==> config.mk <==
export PLATFORM = sky130hd
export DESIGN_NAME = fpn_ram
export DESIGN_NICKNAME = d
export VERILOG_FILES = /design/src/sv/fpn_ram.sv
export SDC_FILE = /design/constraint.sdc
export NUM_CORES = 2
export LEC_CHECK = 0
export CAP_MARGIN = 30
export CELL_PAD_IN_SITES_DETAIL_PLACEMENT = 1
export CELL_PAD_IN_SITES_GLOBAL_PLACEMENT = 1
export CORE_MARGIN = 2
export CORE_UTILIZATION = 50
export CTS_CLUSTER_DIAMETER = 80
export CTS_CLUSTER_SIZE = 24
export DETAILED_ROUTE_END_ITERATION = 7
export DONT_BUFFER_PORTS = 1
export PLACE_DENSITY_LB_ADDON = 0.1
export SETUP_SLACK_MARGIN = 0.1
export SKIP_CTS_REPAIR_TIMING = 1
export SLEW_MARGIN = 40
export SYNTH_ARGS = -nofsm -noshare
export SYNTH_HDL_FRONTEND = slang
export SYNTH_SLANG_ARGS = --single-unit
==> constraint.sdc <==
create_clock -name i_clk -period 3.05 [get_ports i_clk]
set_clock_uncertainty 0.1 [all_clocks]
set_input_delay 0.305 -clock i_clk [delete_from_list [all_inputs] [get_ports i_clk]]
set_output_delay 0.305 -clock i_clk [all_outputs]
set_load 0.01 [all_outputs]
==> src/sv/fpn_ram.sv <==
module fpn_ram #(
    parameter int WIDTH = 8,
    parameter int DEPTH = 256
) (
    input  logic                     i_clk,
    input  logic                     i_we,
    input  logic [$clog2(DEPTH)-1:0] i_waddr,
    input  logic [WIDTH-1:0]         i_wdata,
    input  logic [$clog2(DEPTH)-1:0] i_raddr,
    output logic [WIDTH-1:0]         o_rdata
);

    logic [WIDTH-1:0] r_mem [DEPTH];
    logic [WIDTH-1:0] r_rdata;

    // one write port, one registered read port
    always_ff @(posedge i_clk) begin
        if (i_we) begin
            r_mem[i_waddr] <= i_wdata;
        end
        r_rdata <= r_mem[i_raddr];
    end

    assign o_rdata = r_rdata;

endmodule

After elaboration in Yosys (flattened, before gate mapping). Memory sizes are Yosys's and may differ from the RTL's. A register that Yosys moved wholly into a read port is not among the register bits. Index checks and enable logic that the tools add are counted.

Multiplexer cells: 2.

Operators by type and width (number): 1-bit 2-to-1 mux (2).

Memories: 1. Memory bits (writable): 2048. Register bits: 0. Output and inout bits: 8. Word-level logic and storage cells: 3. Input bits: 26.

Memories: r_mem (depth 256, bits a word 8, read ports 1, clocked after memory_dff 1, wr ports 1, RTL line 13) `logic [WIDTH-1:0] r_mem [DEPTH];`.

Depth between registers and ports, before layout.
Depth in word-level cells: 2. Mapped depth: 11. Depth with buffers taken out: 6.

Worst setup path after synthesis. Ideal clock, no wire load.

Path kind: input -> register. Start point: input port i_raddr[0]. End point: register r_rdata[2], in the netlist o_rdata[2], read port of r_mem. Library setup time: 131 ps. Stages: 9. Path buffers: 4. Slack: 707 ps. Required time: 2819 ps. Data arrival time: 2112 ps. Cell sequence: buf_6 buf_12 buf_8 buf_2 mux4_2 a22oi_1 a21oi_1 nor4_1 nor4_2.

RTL lines: start, declared (RTL line 9) `input logic [$clog2(DEPTH)-1:0] i_raddr,`; end, declared (RTL line 14) `logic [WIDTH-1:0] r_rdata;`.

==> flow_summary.yaml <==
status:
  status: "finished with violations"
  violations: "negative hold slack"
hold_path:
  hp-class: "in2reg"
  min_from: "i_wdata[2]"
setup_path:
  setup.worst_path.start: "i_raddr[0]"
  worstPathMaxFanout: 37
  cp_data_required_time_ns: 3.59
  end_kind: "flip-flop"
  arrival_ns: 3.43
  criticalPathCategory: "in2reg"
  regToRegStartpoint: "r_mem[83][5]"
  start_kind: "primary input"
timing:
  max_freq_mhz: 346
  maxSlewHeadroom_pct: 19.5
  setup_slack_ns: 0.162
  period_minus_slack_ns: 2.89
  setup_viol: 0
  finalSetupTns_ns: 0
  rsz0062_at_grt: "no"
  drv_slew: 0
  finalCritPeriodShare_pct: 94.7
  holdWs_ns: -0.435
  hold_violations: 1138
  worst_pin_slew_ns: 1.21
cells_and_area:
  final_cell_mix: "edfxtp_1 (2048), mux4_2 (454), buf_4 (373), nor2_1 (274), mux2i_1 (134)"
  syn_to_final_growth_pct: 10.3
  final_nets: 4037
  final_cell_area_um2: 87700
  num-fill-cells: 13400
  multi_input_area_um2: 16600
  final_cells: 6162
  seq_area_um2: 61700
  final_common_cell: "edfxtp_1"
  layout-drive-gt1-share_pct: 25.7
  final_core_util_pct: 55.5
yosys:
  synthTopCellsByArea: "edfxtp_1 (77%), mux4_2 (13%), mux2i_1 (1.7%), nor2_1 (1.3%), a22oi_1 (1.3%)"
  ys_seq_elements: 2056
  synthDistinctLibCells: 55
  synth_top_area_share_pct: 77.3
  avgSynthCellArea_um2: 21.3
  netlist_instances: 3733
  yosysTopAreaCell: "edfxtp_1"
  ys_warn_count: 0
  synth_nets: 3759
  yosysSeqAreaShare_pct: 77.5
  ys.flop_type: "edfxtp_1"
  synthArstFlopShare_pct: 0
  synth_edf_count: 2048
  syn_area_um2: 79600
cts:
  cts_tree: "done"
  cts_max_level: 3
  cts_buffers: 108
  clkLatencyLatePin_ns: 0.76
  cts-root-buf: "clkbuf_16"
  clockBufferDepth: 3
  path_clk_slew_ns: 0.09
  clock-sinks: 2056
power_and_ir_drop:
  combinationalPowerShare_pct: 4.4
  finalPower_mw: 49.9
  irDropWorstVdd_mv: 0.589
  p_int_mw: 39.5
  switching_share_pct: 20.8
  power.clock.fraction_pct: 33.1
  pwr-share-seq_pct: 62.5
  leakage_nw: 27.2
  pwr_density_cell_nw_per_um2: 569
  switchingPower_mw: 10.4
drt:
  ant_nets: 0
  routed_wl_mm: 209
  drt-pass1-iter-count: 5
  routed_via_density: 6.33
  drt-wirelength-per-cell_um: 34.0
  drc_errors: 0
  vias: 39000
  drtIter0Drc: 3891
floorplanning:
  dieArea_um2: 162000
  die_w_um: 403
  core_area_um2: 158000
  initial_core_util_pct: 50.3
  die_h_um: 403
  pin_count: 34
  rows: 146
global_routing:
  antenna_found_initial: 5
  grt_pass1_wl_mm: 298
  grt-ovfl-total: 0
  grt_max_degree: 447
  grt_pass1_vias: 41000
  grt_usage_pct: 25.6
placed_design:
  gp_congestion: 0.838
  dpl-instance-area_um2: 83900
  hpwl_mm: 121
  io_buffers: 0
  dp_cells: 5958
  dp_slack_ns: -1.54
flow_run:
  drv_cap: 0
[flip-flops by register name, indices dropped and copies added, names as in the netlist]
name     count
r_mem     2048
o_rdata      8
[cells in the mapped netlist (2+ instances only)]
| library cell | count |
|---|---|
| a21oi_1 | 96 |
| o22ai_1 | 28 |
| nand4_1 | 10 |
| nand2b_1 | 8 |
| mux4_2 | 454 |
| a211oi_1 | 16 |
| and2_1 | 6 |
| nor4_2 | 3 |
| nor4_1 | 24 |
| nand3_1 | 34 |
| buf_12 | 8 |
| buf_8 | 13 |
| nor2_1 | 282 |
| buf_2 | 31 |
| nor3_1 | 22 |
| nor2b_1 | 31 |
| o221ai_1 | 46 |
| a221oi_1 | 13 |
| o211ai_1 | 10 |
| edfxtp_1 | 2048 |
| o22a_1 | 5 |
| buf_4 | 27 |
| nand2_1 | 33 |
| clkbuf_1 | 111 |
| o32ai_1 | 4 |
| a2111oi_1 | 2 |
| a22oi_1 | 133 |
| o21ai_1 | 2 |
| a2111oi_0 | 2 |
| o21ai_0 | 10 |
| or2_2 | 4 |
| mux2i_1 | 134 |
| a22o_1 | 8 |
| buf_6 | 21 |
| a311oi_1 | 2 |
| buf_1 | 22 |
| a31oi_1 | 2 |
| nand3b_1 | 2 |
| and3b_1 | 2 |
| mux4_1 | 2 |
| dfxtp_1 | 8 |
[final timing paths]
check | endpoint | slack (ns) | depth (start not counted)
worst min-delay path | r_mem[69][2] | -0.43 | 0
worst max-delay path | o_rdata[0] | 0.16 | 11
worst max register to register | o_rdata[5] | 0.25 | 6
worst min register to register | o_rdata[5] | 1.03 | 7
[metal layers]
metal	track usage [%]	routed length [um]
met1	36.0	86200
met2	42.2	104000
met3	3.47	12800
met4	7.45	5910
met5	0	34
[power by group through the flow]
stage	logic, mW	registers (mW)	clock network [mW]
6_report	2.22	31.2	16.5
4_1_cts	2.09	31.2	16.9
3_3_place_gp	1.81	31.8	0
5_1_grt	2.32	31.2	17.7
2_1_floorplan	1.51	31.8	0
3_5_place_dp	2.08	31.8	0
[critical path, cell delays in order]
cell,delay [ns]
buf_16,0.23
buf_16,0.26
buf_16,0.28
buf_16,0.25
mux4_2,0.58
mux4_2,0.47
nor2_1,0.13
a2111oi_0,0.10
nor3_2,0.41
buf_4,0.24
nor4_2,0.05
[cell type report]
| class | instances | share of cell area (%) |
|---|---|---|
| Sequential cell | 2056 | 70.3 |
| Multi-Input combinational cell | 1442 | 18.9 |
| Timing Repair Buffer | 401 | 3.92 |
| Clock buffer | 131 | 3.29 |
| Tap cell | 2072 | 2.95 |
| Clock inverter | 56 | 0.667 |
| Inverter | 2 | 0.00856 |
| Antenna cell | 2 | 0.00570 |
[cells by family after synthesis]
family,Yosys count,synth area share [%]
simple gates,466,2.63
compound gates,385,3.42
buf+inv,235,1.83
mux,591,14.6
flops,2056,77.5
(Power assumes the default switching activity.)
