[config.mk]
export PLATFORM = sky130hd
export DESIGN_NAME = fpn_div
export DESIGN_NICKNAME = d
export VERILOG_FILES = /design/src/sv/fpn_div.sv
export SDC_FILE = /design/constraint.sdc
export NUM_CORES = 1
export LEC_CHECK = 0
export BUFFER_PORTS_ARGS = -buffer_cell sky130_fd_sc_hd__buf_2
export CAP_MARGIN = 15
export CORE_MARGIN = 10
export CORE_UTILIZATION = 35
export DETAILED_ROUTE_END_ITERATION = 10
export HOLD_SLACK_MARGIN = 0.08
export PLACE_DENSITY_LB_ADDON = 0.15
export SYNTH_ARGS = -nofsm -noshare
export SYNTH_HDL_FRONTEND = slang
export SYNTH_SLANG_ARGS = --single-unit
[constraint.sdc]
create_clock -name i_clk -period 3.9 [get_ports i_clk]
set_input_delay 0.195 -clock i_clk [delete_from_list [all_inputs] [get_ports i_clk]]
set_output_delay 0.195 -clock i_clk [all_outputs]
set_load 0.02 [all_outputs]
[src/sv/fpn_div.sv]
module fpn_div #(
    parameter int NUM_W = 42,
    parameter int DEN_W = 21
) (
    input  logic             i_clk,
    input  logic             i_rst_n,
    input  logic             i_start,
    input  logic [NUM_W-1:0] i_num,
    input  logic [DEN_W-1:0] i_den,
    output logic             o_done,
    output logic [NUM_W-1:0] o_quot
);

    localparam int CNT_W = $clog2(NUM_W + 1);

    logic             r_busy;
    logic             r_done;
    logic [CNT_W-1:0] r_cnt;
    logic [NUM_W-1:0] r_num;
    logic [DEN_W-1:0] r_rem;
    logic [DEN_W-1:0] r_den;
    logic [DEN_W:0]   w_sh;
    logic [DEN_W:0]   w_sub;
    logic             w_ge;

    // restoring step: one quotient bit a cycle
    assign w_sh  = {r_rem, r_num[NUM_W-1]};
    assign w_ge  = (w_sh >= {1'b0, r_den});
    assign w_sub = w_sh - {1'b0, r_den};

    always_ff @(posedge i_clk) begin
        if (!i_rst_n) begin
            r_busy <= 1'b0;
            r_done <= 1'b0;
            r_cnt  <= '0;
        end else begin
            r_done <= 1'b0;
            if (i_start) begin
                r_busy <= 1'b1;
                r_cnt  <= CNT_W'(NUM_W);
            end else if (r_busy) begin
                r_cnt <= r_cnt - 1'b1;
                if (r_cnt == CNT_W'(1)) begin
                    r_busy <= 1'b0;
                    r_done <= 1'b1;
                end
            end
        end
    end

    // quotient bits shift in where dividend bits leave
    always_ff @(posedge i_clk) begin
        if (i_start) begin
            r_num <= i_num;
            r_rem <= '0;
            r_den <= i_den;
        end else if (r_busy) begin
            r_rem <= w_ge ? DEN_W'(w_sub) : DEN_W'(w_sh);
            r_num <= {r_num[NUM_W-2:0], w_ge};
        end
    end

    assign o_done = r_done;
    assign o_quot = r_num;

endmodule

# Word-level counts from Yosys, hierarchy flattened
# Cells that the tools add are included.
# word_totals
reg_bits,92
word_cells,25
# classes
add_sub_neg,2
n_lt_le_gt_ge,1
n_eq_ne,1
n_mux,9
n_bitwise,2
reduce_logical,3
# op_table
op,n
two-way mux 42 bit,2
>= comparator 22 x 21 -> 1 bit,1
two-way mux 21 bit,1
subtractor 21 bit,1
two-way mux 6 bit,2
== test 6 x 1 -> 1 bit (second input constant),1
subtractor 6 x 1 -> 6 bit (second input constant),1
two-way mux 1 bit,4
OR reduction 3 bit,1
NOT 1 bit,2
nonzero test 2 bit,1
OR reduction 2 bit,1

# Depth between registers and ports, before layout
# Gate-level depths: netlist of run 1.
# logic_depth
ltp_word,4
ltp_mapped,13

# Worst setup path before layout of run 1
# No wires, ideal clock.
# synth_timing
kind,register to register
from,"register r_num[41], in the netlist o_quot[41]"
to,"register r_num[0], in the netlist o_quot[0], data pin"
arrival_time_ns,2.880
slack_ns,0.760
path_stages_with_launch,13
n_path_buf,2
path_cell_list,edfxtp_1 > inv_1 > ha_1 > inv_1 > fa_1 > a21o_1 > a311oi_1 > or4_4 > a31oi_2 > a2111o_1 > buf_6 > buf_12 > mux2_2
# synth_via
elab_chain_len,3
# synth_lines
item,line,rtl
"start, declared",19,logic [NUM_W-1:0] r_num;
"start signal, assigned",54,r_num <= i_num;
"start signal, assigned",59,"r_num <= {r_num[NUM_W-2:0], w_ge};"
>= comparator 22 x 21 -> 1 bit,28,"assign w_ge = (w_sh >= {1'b0, r_den});"
two-way mux 42 bit,57,end else if (r_busy) begin
two-way mux 42 bit,53,if (i_start) begin
# Every way passes these cells. The select of a mux whose other input is x is not followed.
# A chain may end at the register's enable or synchronous reset.

# Worst setup path after layout of run 1
# Same ends and word-level chain as after synthesis.

==> flow_summary.json, run 1 <==
{
  "fin_skew_ns": 0.00711,
  "cts.clk_slew.worst_paths_ns": 0.07,
  "grt-ovfl-total": 0,
  "synth_area_leaders": "edfxtp_1, dfxtp_1, mux2_2, ha_1, xnor2_1",
  "finalWirelength_mm": 11.8,
  "arrival_ns": 3.56,
  "die_x_um": 138,
  "yosysMostFrequentCell": "edfxtp_1",
  "fin_area_um2": 6030,
  "grt_pass1_vias": 3840,
  "highest_layer": "met4",
  "num-fill-cells": 1291,
  "p_total_uw": 2510,
  "first_pass_iters": 4,
  "ys_types": 52,
  "p_sw_uw": 682,
  "die-area_um2": 19000,
  "finalHoldViolations": 0,
  "synth_common_cells": "edfxtp_1, mux2_2, dfxtp_1",
  "async_flop_share_pct": 0,
  "io_pins": 109,
  "post_dp_cell_area_um2": 5520,
  "tightest_slew_ns": 1.09,
  "vias": 3631,
  "vias_per_cell": 4.99,
  "nets": 637,
  "post-route-drc-count": 0,
  "syn_avg_cell_area_um2": 11.4,
  "area_delta_synth_final_pct": 24.3,
  "power_frac_comb_pct": 18.2,
  "cts.sinks": 92,
  "synth-main-ff-cell": "edfxtp_1",
  "p_clk_share_pct": 34.8,
  "track_usage_pct": 13.1,
  "cts_buffer_depth": 2,
  "clock.fmax_ghz": 0.288,
  "met3_wirelength_mm": 1.04,
  "status": "complete, no violations",
  "start_util_pct": 36.2,
  "hold_class": "in -> reg",
  "die_h_um": 138,
  "drv_slew": 0,
  "cts_tree": "done",
  "layoutNonFillerInstCount": 728,
  "wl_per_cell_um": 16.3,
  "tns_ns": 0,
  "cp.required_ns": 4.00,
  "antenna_found_initial": 1,
  "intPower_uw": 1830,
  "core_area_um2": 13400,
  "power.density_nw_per_um2": 417,
  "ys_ff_latch": 92,
  "relSlewSlack_pct": 27.1,
  "row_count": 42,
  "synth_nets": 514,
  "drive_above_1_share_pct": 31.6,
  "hpwlAfterDp_mm": 8.62,
  "critPathKind": "reg -> reg",
  "synth_top_area_share_pct": 39.0,
  "ant_nets": 0,
  "ys_warn_count": 0,
  "yosysTopAreaCell": "edfxtp_1",
  "fin_crit_sh_pct": 88.9,
  "dp_cells": 691,
  "fin_crit_ns": 3.47,
  "cp-end-kind": "register",
  "met2_length_mm": 5.39,
  "syn_inst": 424,
  "synth_edf_count": 63,
  "cts_setup_buffers": 0,
  "grt_max_degree": 52,
  "grt_pass1_wl_mm": 19.6,
  "drt-met1-wl_mm": 5.30,
  "leakagePower_uw": 0.00245,
  "vdd_drop_max_mv": 0.270,
  "synth_area_um2": 4850,
  "htreeDepth": 3,
  "cp_max_fo": 15,
  "max-cap-violations": 0,
  "cts_buffers": 9,
  "setup_violations": 0,
  "io_buffers": 108,
  "p_seq_share_pct": 47.0,
  "clk_latency_ns": 0.35,
  "drtIter0Drc": 181,
  "cts_root_buf": "clkbuf_16",
  "seq_area_frac_synth_pct": 51.0,
  "rsz0062_at_grt": "no",
  "switching_share_pct": 27.2,
  "start_kind": "register",
  "pre_cts_slack_ns": 0.448,
  "globalplace.congestion": 0.830,
  "fin_ws_ns": 0.434
}
==> cell type report <==
type                    instances  area (µm²)  share of cell area (%)
multi-input cells             283        2150                    35.7
clock buffers                  10         229                    3.80
repair buffers                133         783                    13.0
clock inverters                 5        60.1                   0.997
inverters                      28         105                    1.74
well taps                     176         220                    3.65
diodes                          1        2.50                  0.0415
flip-flops and latches         92        2470                    41.0
==> timing repair <==
action / CTS / global route
hold endpoints to repair: 21 / 0
gates resized for setup: 0 / 0
setup endpoints to repair: 0 / 0
hold buffers: 21 / 0
==> routing by layer <==
layer	vias up	track usage [%]
met5	-	0
met4	0	3.16
met3	11	6.52
met2	107	20.3
met1	1690	15.9
li1	1823	-
==> critical path, cell delays in order, from the launching register on <==
cell and delay [ns]:
edfxtp_1 0.41, inv_1 0.08, ha_1 0.17, inv_1 0.06, fa_1 0.40, a21o_1 0.22
a311oi_1 0.39, or4_4 0.22, a31oi_2 0.11, a2111o_1 0.75, mux2_2 0.40
==> power groups by stage <==
stage	logic (µW)	clock network [µW]	registers [µW]
after floorplan	248	0	1250
after global placement	444	0	1200
after detailed placement	445	0	1200
after CTS	462	907	1180
after global routing	507	945	1190
final	457	874	1180
==> kinds of logic after synthesis <==
group | count (synthesis) | synth area share (%)
flip-flops | 92 | 51.0
XOR/XNOR | 23 | 4.16
adder cells (fa/ha/maj) | 24 | 6.35
AO/OA/AOI/OAI | 95 | 13.1
buffers and inverters | 49 | 4.54
multiplexers | 53 | 12.0
AND/OR/NAND/NOR | 88 | 8.80
==> per-stage QoR <==
step,util [%],hold WS [ns]
floorplan,-,0.294
global placement,41.2,0.371
detailed placement,41.2,0.373
CTS,44.9,0.108
global route,44.9,0.115
finish,45.0,0.120
==> layout by cell type (no fill, tap or decap), types with 2 or more instances in the layout <==
| master | synthesis | final |
|---|---|---|
| a211oi_1 | 11 | 11 |
| a21o_1 | 5 | 5 |
| a21oi_1 | 27 | 27 |
| a31oi_1 | 2 | 2 |
| a32oi_1 | 6 | 6 |
| and2_1 | 2 | 2 |
| and3_1 | 2 | 2 |
| buf_2 | 7 | 107 |
| buf_4 | 1 | 5 |
| clkbuf_16 | 0 | 9 |
| dfxtp_1 | 29 | 29 |
| dlygate4sd3_1 | 0 | 21 |
| edfxtp_1 | 63 | 63 |
| ha_1 | 23 | 23 |
| inv_1 | 28 | 27 |
| inv_6 | 0 | 2 |
| mux2_2 | 42 | 42 |
| mux2i_1 | 11 | 11 |
| nand2_1 | 27 | 27 |
| nand2b_1 | 3 | 3 |
| nand3_1 | 10 | 10 |
| nand4_1 | 6 | 6 |
| nor2_1 | 20 | 20 |
| nor2b_1 | 2 | 2 |
| nor3_1 | 6 | 6 |
| nor4_1 | 3 | 3 |
| o21a_1 | 6 | 6 |
| o21ai_0 | 19 | 19 |
| o21bai_1 | 2 | 2 |
| o311ai_0 | 3 | 3 |
| o31ai_1 | 3 | 3 |
| or4_1 | 2 | 2 |
| xnor2_1 | 16 | 16 |
| xor2_1 | 7 | 7 |
==> registers in the layout, indices dropped and copies added (netlist names) <==
signal and cells:
o_quot 42, o_done 1, r_den 21, r_busy 1, r_rem 21, r_cnt 6
==> path summary, 6_finish.rpt <==
check / end / from / slack (ns) / cells after the start
worst max-delay path: o_quot[0]$_DFFE_PP_ / o_quot[41]$_DFFE_PP_ / 0.43 / 10
worst min-delay path: r_cnt[3]$_SDFFE_PN0P_ / i_rst_n / 0.12 / 2
worst min register to register: r_rem[15]$_SDFFE_PP0P_ / r_rem[15]$_SDFFE_PP0P_ / 0.50 / 2
worst max register to register: o_quot[0]$_DFFE_PP_ / o_quot[41]$_DFFE_PP_ / 0.43 / 10
Power figures use the tool's default switching activity.
==> inputs of run 2 (changes only) <==
--- a/config.mk
+++ b/config.mk
@@ -7,7 +7,6 @@
 export LEC_CHECK = 0
 export BUFFER_PORTS_ARGS = -buffer_cell sky130_fd_sc_hd__buf_2
 export CAP_MARGIN = 15
-export CORE_MARGIN = 10
 export CORE_UTILIZATION = 35
 export DETAILED_ROUTE_END_ITERATION = 10
 export HOLD_SLACK_MARGIN = 0.08
==> flow_summary.json, run 2 (synthesis gave the netlist of run 1 again) <==
{
  "cts-resized-gates": 0,
  "wl_per_cell_um": 15.3,
  "globalplace.congestion": 0.844,
  "core_area_um2": 13300,
  "clk_latency_ns": 0.35,
  "first_pass_iters": 6,
  "row_count": 42,
  "track_usage_pct": 16.4,
  "post_dp_cell_area_um2": 5530,
  "final_util_pct": 45.1,
  "p_sw_uw": 699,
  "cts.clk_slew.worst_paths_ns": 0.07,
  "io_pins": 109,
  "start_kind": "register",
  "power_frac_comb_pct": 18.7,
  "tns_ns": 0,
  "intPower_uw": 1770,
  "fin_crit_ns": 3.40,
  "max-cap-violations": 0,
  "critPathKind": "reg -> reg",
  "grt_pass1_vias": 3701,
  "grt_max_degree": 79,
  "cp_max_fo": 15,
  "min_from": "i_rst_n",
  "htreeDepth": 3,
  "vdd_drop_max_mv": 0.193,
  "status": "complete, no violations",
  "p_seq_share_pct": 47.7,
  "fin_crit_sh_pct": 87.1,
  "cts_root_buf": "clkbuf_16",
  "die_h_um": 120,
  "grt_pass1_wl_mm": 18.3,
  "cp.required_ns": 4.00,
  "antenna_found_initial": 0,
  "drv_slew": 0,
  "arrival_ns": 3.50,
  "cts.sinks": 92,
  "relSlewSlack_pct": 28.6,
  "leakagePower_uw": 0.00245,
  "ant_nets": 0,
  "antenna_cells": 0,
  "finalHoldViolations": 0,
  "fin_area_um2": 6020,
  "final_common_cell": "buf_2",
  "drive_above_1_share_pct": 31.8,
  "hpwlAfterDp_mm": 7.86,
  "rsz0062_at_grt": "no",
  "p_total_uw": 2470,
  "tightest_slew_ns": 1.07,
  "finalWirelength_mm": 11.2,
  "switching_share_pct": 28.3,
  "cts_tree": "done",
  "num-fill-cells": 1339,
  "largest_register_ff_count": 42,
  "nets": 638,
  "p_clk_share_pct": 33.7,
  "setup_violations": 0,
  "vias_per_cell": 4.96,
  "cp-startpoint": "o_quot[41]$_DFFE_PP_",
  "clock.fmax_ghz": 0.294,
  "final_cell_mix": "buf_2, edfxtp_1, mux2_2, dfxtp_1, inv_1",
  "cts_buffer_depth": 2,
  "fin_skew_ns": 0.00857,
  "r2r-start": "o_quot[41]$_DFFE_PP_",
  "die-area_um2": 14300,
  "hold_class": "in -> reg",
  "post-route-drc-count": 0,
  "start_util_pct": 36.3,
  "io_buffers": 108,
  "vias": 3613,
  "grt-ovfl-total": 0,
  "power.density_nw_per_um2": 410,
  "cp-end-kind": "register",
  "cts_buffers": 9,
  "fin_hold_ws_ns": 0.121,
  "die_x_um": 120,
  "drtIter0Drc": 115,
  "area_delta_synth_final_pct": 24.2
}
==> run 2: what timing repair did <==
| item | 4_1_cts | 5_1_grt |
|---|---|---|
| buffers inserted | 0 | 0 |
| endpoints found under the hold margin | 21 | 0 |
| hold buffers | 21 | 0 |
==> run 2: worst paths after layout <==
kind | to | cells past startpoint | slack (ns)
worst max-delay path | o_quot[0]$_DFFE_PP_ | 10 | 0.50
worst min-delay path | r_cnt[3]$_SDFFE_PN0P_ | 2 | 0.12
worst max register to register | o_quot[0]$_DFFE_PP_ | 10 | 0.50
worst min register to register | r_rem[13]$_SDFFE_PP0P_ | 2 | 0.49
==> run 2: per-stage QoR <==
| stage | worst slack, ns | cells |
|---|---|---|
| floorplan | 0.760 | 424 |
| global placement | 0.540 | 692 |
| detailed placement | 0.473 | 692 |
| CTS | 0.461 | 729 |
| global route | 0.339 | 729 |
| finish | 0.504 | 729 |
==> run 2: worst max-delay path: stages (launching register included) <==
cell and delay, ns:
edfxtp_1 0.42, inv_1 0.08, ha_1 0.16, inv_1 0.05, fa_1 0.40, a21o_1 0.23
a311oi_1 0.35, or4_4 0.21, a31oi_2 0.10, a2111o_1 0.74, mux2_2 0.40
==> run 2: cell type report <==
class | count | area (µm²) | area share (%)
Clock buffer | 9 | 225 | 3.74
Clock inverter | 7 | 52.6 | 0.873
Inverter | 28 | 105 | 1.75
Multi-Input combinational cell | 283 | 2150 | 35.8
Sequential cell | 92 | 2470 | 41.1
Tap cell | 176 | 220 | 3.66
Timing Repair Buffer | 134 | 791 | 13.1
==> run 2: power groups by stage <==
stage          combinational, µW  sequential (µW)  clock [µW]
2_1_floorplan                248             1250           0
3_3_place_gp                 443             1200           0
3_5_place_dp                 448             1200           0
4_1_cts                      466             1180         852
5_1_grt                      509             1190         888
6_report                     461             1180         830
==> run 2: metal layers <==
metal	vias to the layer above	share of wire [%]	track usage, %
met5	-	0	0
met4	0	1.8	6.48
met3	12	7.0	5.66
met2	100	43	24.7
met1	1672	48	21.3
li1	1829	-	-
==> inputs of run 3 (changes only) <==
--- a/config.mk
+++ b/config.mk
@@ -5,6 +5,7 @@
 export SDC_FILE = /design/constraint.sdc
 export NUM_CORES = 1
 export LEC_CHECK = 0
+export ABC_AREA = 0
 export BUFFER_PORTS_ARGS = -buffer_cell sky130_fd_sc_hd__buf_2
 export CAP_MARGIN = 15
 export CORE_UTILIZATION = 35
==> constraint.sdc (replaced) <==
create_clock -name i_clk -period 3.4 [get_ports i_clk]
set_input_delay 0.17 -clock i_clk [delete_from_list [all_inputs] [get_ports i_clk]]
set_output_delay 0.17 -clock i_clk [all_outputs]
set_load 0.02 [all_outputs]
==> flow_summary.json, run 3 (synthesis gave the netlist of run 1 again) <==
{
  "clk_latency_ns": 0.35,
  "cts-resized-gates": 0,
  "track_usage_pct": 16.1,
  "cts_buffer_depth": 2,
  "finalWirelength_mm": 10.8,
  "die-area_um2": 14300,
  "critPathKind": "reg -> reg",
  "final_cell_mix": "buf_2, edfxtp_1, mux2_2, dfxtp_1, inv_1",
  "layoutNonFillerInstCount": 732,
  "finalHoldViolations": 0,
  "max-cap-violations": 0,
  "hold_depth": 2,
  "first_pass_iters": 4,
  "arrival_ns": 3.26,
  "post_dp_cell_area_um2": 5570,
  "cts_root_buf": "clkbuf_16",
  "vdd_drop_max_mv": 0.213,
  "cts_hold_buf": 21,
  "io_pins": 109,
  "fin_crit_ns": 3.15,
  "grt_max_degree": 45,
  "largest_register_ff_count": 42,
  "path_delay_family": "compound AO/OA/AOI/OAI gates",
  "antenna_found_initial": 0,
  "drv_slew": 0,
  "power.density_nw_per_um2": 480,
  "io_buffers": 108,
  "area_delta_synth_final_pct": 25.5,
  "path_depth": 11,
  "row_count": 42,
  "post-route-drc-count": 0,
  "ff2ff_setup_slack_ns": 0.25,
  "wl_per_cell_um": 14.8,
  "grt_pass1_wl_mm": 18.0,
  "vias_per_cell": 4.94,
  "grt_pass1_vias": 3642,
  "drtIter0Drc": 139,
  "fin_skew_ns": 0.00802,
  "worst_path_max_delay_cell": "edfxtp_1",
  "antenna_cells": 0,
  "clock.fmax_ghz": 0.317,
  "die_h_um": 120,
  "cts_setup_buffers": 0,
  "drive_above_1_share_pct": 32.4,
  "cts_tree": "done",
  "setup_violations": 0,
  "dp_cells": 695,
  "worst_path_most_repeated_cell": "inv_1",
  "tightest_slew_ns": 0.539,
  "hold_class": "in -> reg",
  "min_from": "i_rst_n",
  "ant_nets": 0,
  "grt-ovfl-total": 0,
  "status": "complete, no violations",
  "start_util_pct": 36.3,
  "r2r-start": "o_quot[41]$_DFFE_PP_",
  "nets": 641,
  "fin_area_um2": 6080,
  "fin_crit_sh_pct": 92.7,
  "globalplace.congestion": 0.866,
  "rsz0062_at_grt": "no",
  "cp.required_ns": 3.51,
  "p_total_uw": 2920,
  "core_area_um2": 13300,
  "cp-end-kind": "register",
  "cp-startpoint": "o_quot[41]$_DFFE_PP_",
  "cts.clk_slew.worst_paths_ns": 0.07,
  "ff2ff_path_depth": 11,
  "path_cells": "inv_1, ha_1, inv_1, fa_1, a21o_1, a311oi_1, or4_4, a31oi_2, a2111o_1, buf_4, mux2_2",
  "relSlewSlack_pct": 64.1,
  "cts_buffers": 9,
  "die_x_um": 120,
  "leakagePower_uw": 0.00249,
  "vias": 3619,
  "max_stage_delay_ns": 0.42,
  "htreeDepth": 3,
  "cp.buffers_inverters": 3,
  "cts.sinks": 92,
  "tns_ns": 0,
  "hpwlAfterDp_mm": 7.83,
  "cp_max_fo": 8,
  "start_kind": "register",
  "final_common_cell": "buf_2"
}
-- run 3: changes by cell type in the layout (fill, tap and decap cells not counted) --
cell	before	now
buf_12	0	1
buf_4	6	8
bufinv_16	0	1
clkinv_1	1	0
clkinvlp_4	2	0
inv_6	0	2
-- run 3: worst register-to-register path, delay by kind of cell (launching register included) --
kind,cells,cell delay (ns)
AO/OA/AOI/OAI,4,1.11
adder cells (fa/ha/maj),2,0.57
buffers and inverters,3,0.33
flip-flops,1,0.42
multiplexers,1,0.27
AND/OR/NAND/NOR,1,0.21
-- run 3: layout make-up --
type / instances / area, µm²
fill: 1328 / 7260
sequential: 92 / 2470
multi-input combinational: 283 / 2150
timing repair buffer: 137 / 826
clock buffer: 9 / 225
tap: 176 / 220
inverter: 28 / 105
clock inverter: 7 / 81.3
-- run 3: routing by layer --
layer / global-route usage [%] / vias to the layer above / part of all wire (%)
met1: 21.5 / 1674 / 48
met5: 0 / - / 0
met3: 4.71 / 13 / 6.9
met4: 6.80 / 0 / 1.7
li1: - / 1831 / -
met2: 24.3 / 101 / 44
-- run 3: power by group --
group | internal (µW) | switching, µW
sequential | 1300 | 46.7
combinational | 229 | 302
clock | 582 | 458
total | 2110 | 806
-- run 3: metrics by stage --
stage          hold slack, ns  worst slack, ns  utilization [%]
2_1_floorplan           0.269            0.260                -
3_3_place_gp            0.347            0.344             41.7
3_5_place_dp            0.349            0.252             41.7
4_1_cts                0.0849            0.237             45.6
5_1_grt                0.0916           0.0615             45.6
6_report               0.0965            0.249             45.6
-- run 3: worst paths after layout --
kind / endpoint
worst max-delay path: o_quot[0]$_DFFE_PP_
worst min-delay path: r_cnt[5]$_SDFFE_PN0P_
worst max register to register: o_quot[0]$_DFFE_PP_
worst min register to register: r_rem[17]$_SDFFE_PP0P_
